==> src/rtl/fir_rb_pkg.sv <==
// ----------------------------------------------------------------------------
// fir_rb_pkg
// shared constants, state type and control structs of the ring buffer fir
// ----------------------------------------------------------------------------
`default_nettype none

package fir_rb_pkg;

  localparam int unsigned MaxTapsDef     = 256;
  localparam int unsigned SampleWidthDef = 16;
  localparam int unsigned CoefWidthDef   = 18;

  // q2.15 coefficients: drop 15 fraction bits from the sum
  localparam int unsigned ProductShift   = 15;
  localparam int unsigned TapCountReset  = 128;

  typedef enum logic {
    FUNC_SAMPLE = 1'b0,
    FUNC_COEF   = 1'b1
  } func_e;

  typedef enum logic [2:0] {
    S_IDLE,
    S_RUN,
    S_WAIT1,
    S_WAIT2,
    S_FIN
  } ctrl_state_e;

  typedef struct packed {
    logic push_sample;
    logic write_coef;
    logic issue;
    logic load_out;
  } dp_cmd_t;

  typedef struct packed {
    logic last_issue;
    logic out_free;
  } dp_status_t;

endpackage

`default_nettype wire

==> src/rtl/fir_rb_ctrl.sv <==
// ----------------------------------------------------------------------------
// fir_rb_ctrl
// controller: input handshake and sequencing of the multiply-accumulate pass
// ----------------------------------------------------------------------------
`default_nettype none

module fir_rb_ctrl (
  input  wire logic                   clk_i,
  input  wire logic                   rst_ni,
  input  wire logic                   in_valid_i,
  input  wire logic                   in_func_i,
  output logic                        in_ready_o,
  output fir_rb_pkg::dp_cmd_t         cmd_o,
  input  wire fir_rb_pkg::dp_status_t status_i
);
  import fir_rb_pkg::*;

  ctrl_state_e state_q, state_d;

  always_ff @(posedge clk_i or negedge rst_ni) begin
    if (!rst_ni) begin
      state_q <= S_IDLE;
    end else begin
      state_q <= state_d;
    end
  end

  always_comb begin
    state_d    = state_q;
    cmd_o      = '0;
    in_ready_o = 1'b0;
    unique case (state_q)
      S_IDLE: begin
        in_ready_o = 1'b1;
        if (in_valid_i) begin
          if (in_func_i == FUNC_COEF) begin
            cmd_o.write_coef = 1'b1;
          end else begin
            cmd_o.push_sample = 1'b1;
            state_d           = S_RUN;
          end
        end
      end
      S_RUN: begin
        cmd_o.issue = 1'b1;
        if (status_i.last_issue) begin
          state_d = S_WAIT1;
        end
      end
      S_WAIT1: begin
        state_d = S_WAIT2;
      end
      S_WAIT2: begin
        state_d = S_FIN;
      end
      S_FIN: begin
        if (status_i.out_free) begin
          cmd_o.load_out = 1'b1;
          state_d        = S_IDLE;
        end
      end
      default: begin
        state_d = S_IDLE;
      end
    endcase
  end

endmodule

`default_nettype wire

==> config.mk <==
export PLATFORM = sky130hd
export DESIGN_NAME = fir_rb_ctrl
export DESIGN_NICKNAME = d
export VERILOG_FILES = /design/src/rtl/fir_rb_pkg.sv /design/src/rtl/fir_rb_ctrl.sv
export SDC_FILE = /design/constraint.sdc
export NUM_CORES = 1
export LEC_CHECK = 0
export ABC_AREA = 1
export BUFFER_PORTS_ARGS = -buffer_cell sky130_fd_sc_hd__buf_2
export CAP_MARGIN = 0
export CELL_PAD_IN_SITES_DETAIL_PLACEMENT = 1
export CELL_PAD_IN_SITES_GLOBAL_PLACEMENT = 1
export CORE_AREA = 8 8 45 47
export DETAILED_ROUTE_END_ITERATION = 10
export DIE_AREA = 0 0 53 55
export PLACE_DENSITY = 0.57
export SLEW_MARGIN = 20
export SYNTH_ARGS = -nofsm -noshare
export SYNTH_HDL_FRONTEND = slang
export SYNTH_SLANG_ARGS = --single-unit
==> constraint.sdc <==
create_clock -name clk_i -period 1.3 [get_ports clk_i]
set_input_delay 0.065 -clock clk_i [delete_from_list [all_inputs] [get_ports clk_i]]
set_output_delay 0.065 -clock clk_i [all_outputs]
set_load 0.1 [all_outputs]
==> metrics.md <==
| Metric | Value |
|---|---|
| Outcome | finished, final reports clean |
| Vias in the first global route | 265 |
| GRT Residual Overflow | 0 |
| Highest metal used | met3 |
| CP delay by family, top | flip-flops |
| Metal2 WL | 395 um |
| # port buffers | 10 |
| CTS Sinks | 3 |
| Synth cell types | 11 |
| First-pass GRT wire length | 1150 um |
| # diodes | 0 |
| Hold path depth | 3 |
| Root buf cell | clkbuf_4 |
| Site Rows | 14 |
| Initial antenna violation count | 0 |
| Fmax achieved | 773 MHz |
| Worst min path class | in2reg |
| Met1 wire length | 260 um |
| Min Clock Period, post-route | 1.29 ns |
| WP data required | 1.24 ns |
| CP Launch Type | flip-flop |
| Initial Util | 13.7% |
| Routed Antenna Nets | 0 |
| Pre-CTS setup slack | 0.195 ns |
| Cell Area, Synth | 190 um^2 |
| Die Wd | 53 um |
| Final #Nets | 56 |
| Num ports | 11 |
| Syn-to-layout area delta | 145% |
| Crit path depth | 4 |
| Crit path buf inv count | 2 |
| Worst setup path class | reg2out |
| Met3 wire length | 50 um |
| CTS tree | yes |
| Placer Congestion | 0.715 |
| Largest net degree at the start of global routing | 6 |
| Syn Area/Cell | 6.56 um^2 |
| Share of post-route cells with drive strength above 1 | 57.1% |
| Syn Nets | 35 |
| Fin. max-slew vios | 0 |
| Clock latency on the worst-skew pair | 0.23 ns |
| Worst-path clk slew | 0.04 ns |
| Max-cap viol count | 0 |
| Most frequent cells in the layout | 5 x buf_2, 5 x buf_12, 4 x nand2_1, 4 x nand3_1, 4 x buf_4 |
| RSZ-0062 raised after global routing | yes |
| Final Hold Fails | 0 |
| Syn Inst Count | 29 |
| Total track usage | 5.81% |
| Wirelength per Cell | 10.8 um |
| CP max stage delay | 0.41 ns |
| Critical Path AT | 1.23 ns |
| Via Count | 257 |
| Max Buffers Root-to-Sink | 2 |
| Number of synthesized register bits | 3 |
| H-tree depth | 1 |
| Synth Warn # | 0 |
| Final period util | 99.6% |
| PnR worst setup slack | 0.00550 ns |
| Worst setup EP type | output port |
| Hold Slack | 0.152 ns |
| DRT Pass-1 Iters | 2 |
| CP max stage cell | dfrtp_1 |
| Crit-path cells | nor2_4, inv_2, nor3_4, buf_12 |
| DP Wirelength | 495 um |
| Starting DRT DRC Count | 2 |
| Total die area | 2920 um^2 |
| Biggest register | state_q |
| Die H | 55 um |
| Post-DR vias/cell | 3.95 |
| CP max FO | 3 |
| Worst Clk Skew | 0.00357 ns |
| Filler instances | 171 |
| Num CTS Buffers | 3 |
| Reg2reg path depth | 6 |
| Core Region | 1380 um^2 |
| Top flop regs | state_q: 3 flops |
| Total Wirelength | 705 um |
| Max-slew headroom | 88.6% |
| # DRC | 0 |
| Max reg flops | 3 |
| Sequential fraction of the synthesis area | 39.5% |
| Setup Viol. Count Final | 0 |
| Slew @ Worst Pin | 0.171 ns |
==> synthesized netlist by cell type (all sizes together) <==
cell	number	area share, %
inv	6	12
nor2	6	13
nand2	5	9.9
nand3	4	11
dfrtp	3	39
nor3	2	5.3
nand3b	1	3.9
nand4	1	3.3
o21ai	1	2.6
==> per-stage QoR <==
stage,setup TNS [ns],utilization [%],cell area [um^2],std cells
floorplan,-0.670,-,218,29
global placement,0,26.8,370,56
detailed placement,0,26.8,370,56
CTS,0,31.6,438,63
global route,-0.173,33.7,467,65
finish,0,33.7,467,65
==> layout make-up <==
| cell class | count | area (um^2) | share of cell area [%] |
|---|---|---|---|
| tap | 16 | 20.0 | 4.29 |
| clock buffer | 4 | 26.3 | 5.63 |
| multi-input combinational | 20 | 143 | 30.6 |
| timing repair buffer | 16 | 176 | 37.8 |
| sequential | 3 | 76.3 | 16.4 |
| inverter | 6 | 25.0 | 5.36 |
==> final timing paths <==
kind	startpoint	end	slack [ns]
setup / recovery	state_q[0]	cmd_o[0]	0.006
hold / removal	status_i[1]	state_q[0]	0.15
setup reg to reg	state_q[0]	state_q[0]	0.11
hold reg to reg	state_q[2]	state_q[2]	0.59
max in group asynchronous	rst_ni	state_q[2]	1.02
min in group asynchronous	rst_ni	state_q[1]	0.16
==> layer usage <==
layer / vias to the layer above / track usage, %
li1: 132 / -
met3: 0 / 4.28
met1: 116 / 5.05
met5: - / 0
met4: 0 / 5.17
met2: 9 / 8.79
==> worst register-to-register path, stage by stage (launching register included) <==
cell	delay [ns]
dfrtp_1	0.41
nor2_4	0.17
buf_4	0.13
buf_4	0.10
nand3_1	0.10
nand4_1	0.12
nand2_1	0.05
==> logic make-up after synthesis <==
family	count (synthesis)	synth area share [%]
and+or+nand+nor	19	46.1
DFF	3	39.5
AOI/OAI and AO/OA	1	2.63
buffers and inverters	6	11.8
==> what timing repair did <==
item,in CTS,in global routing
pin swaps,2,2
endpoints found under the setup margin,4,5
buffers inserted,2,2
hold buffers,1,0
hold endpoints to repair,3,0
gates resized for setup,6,4
Power is not shown: default switching activity piles up to over one toggle a cycle in this logic, so the estimate is an artifact.
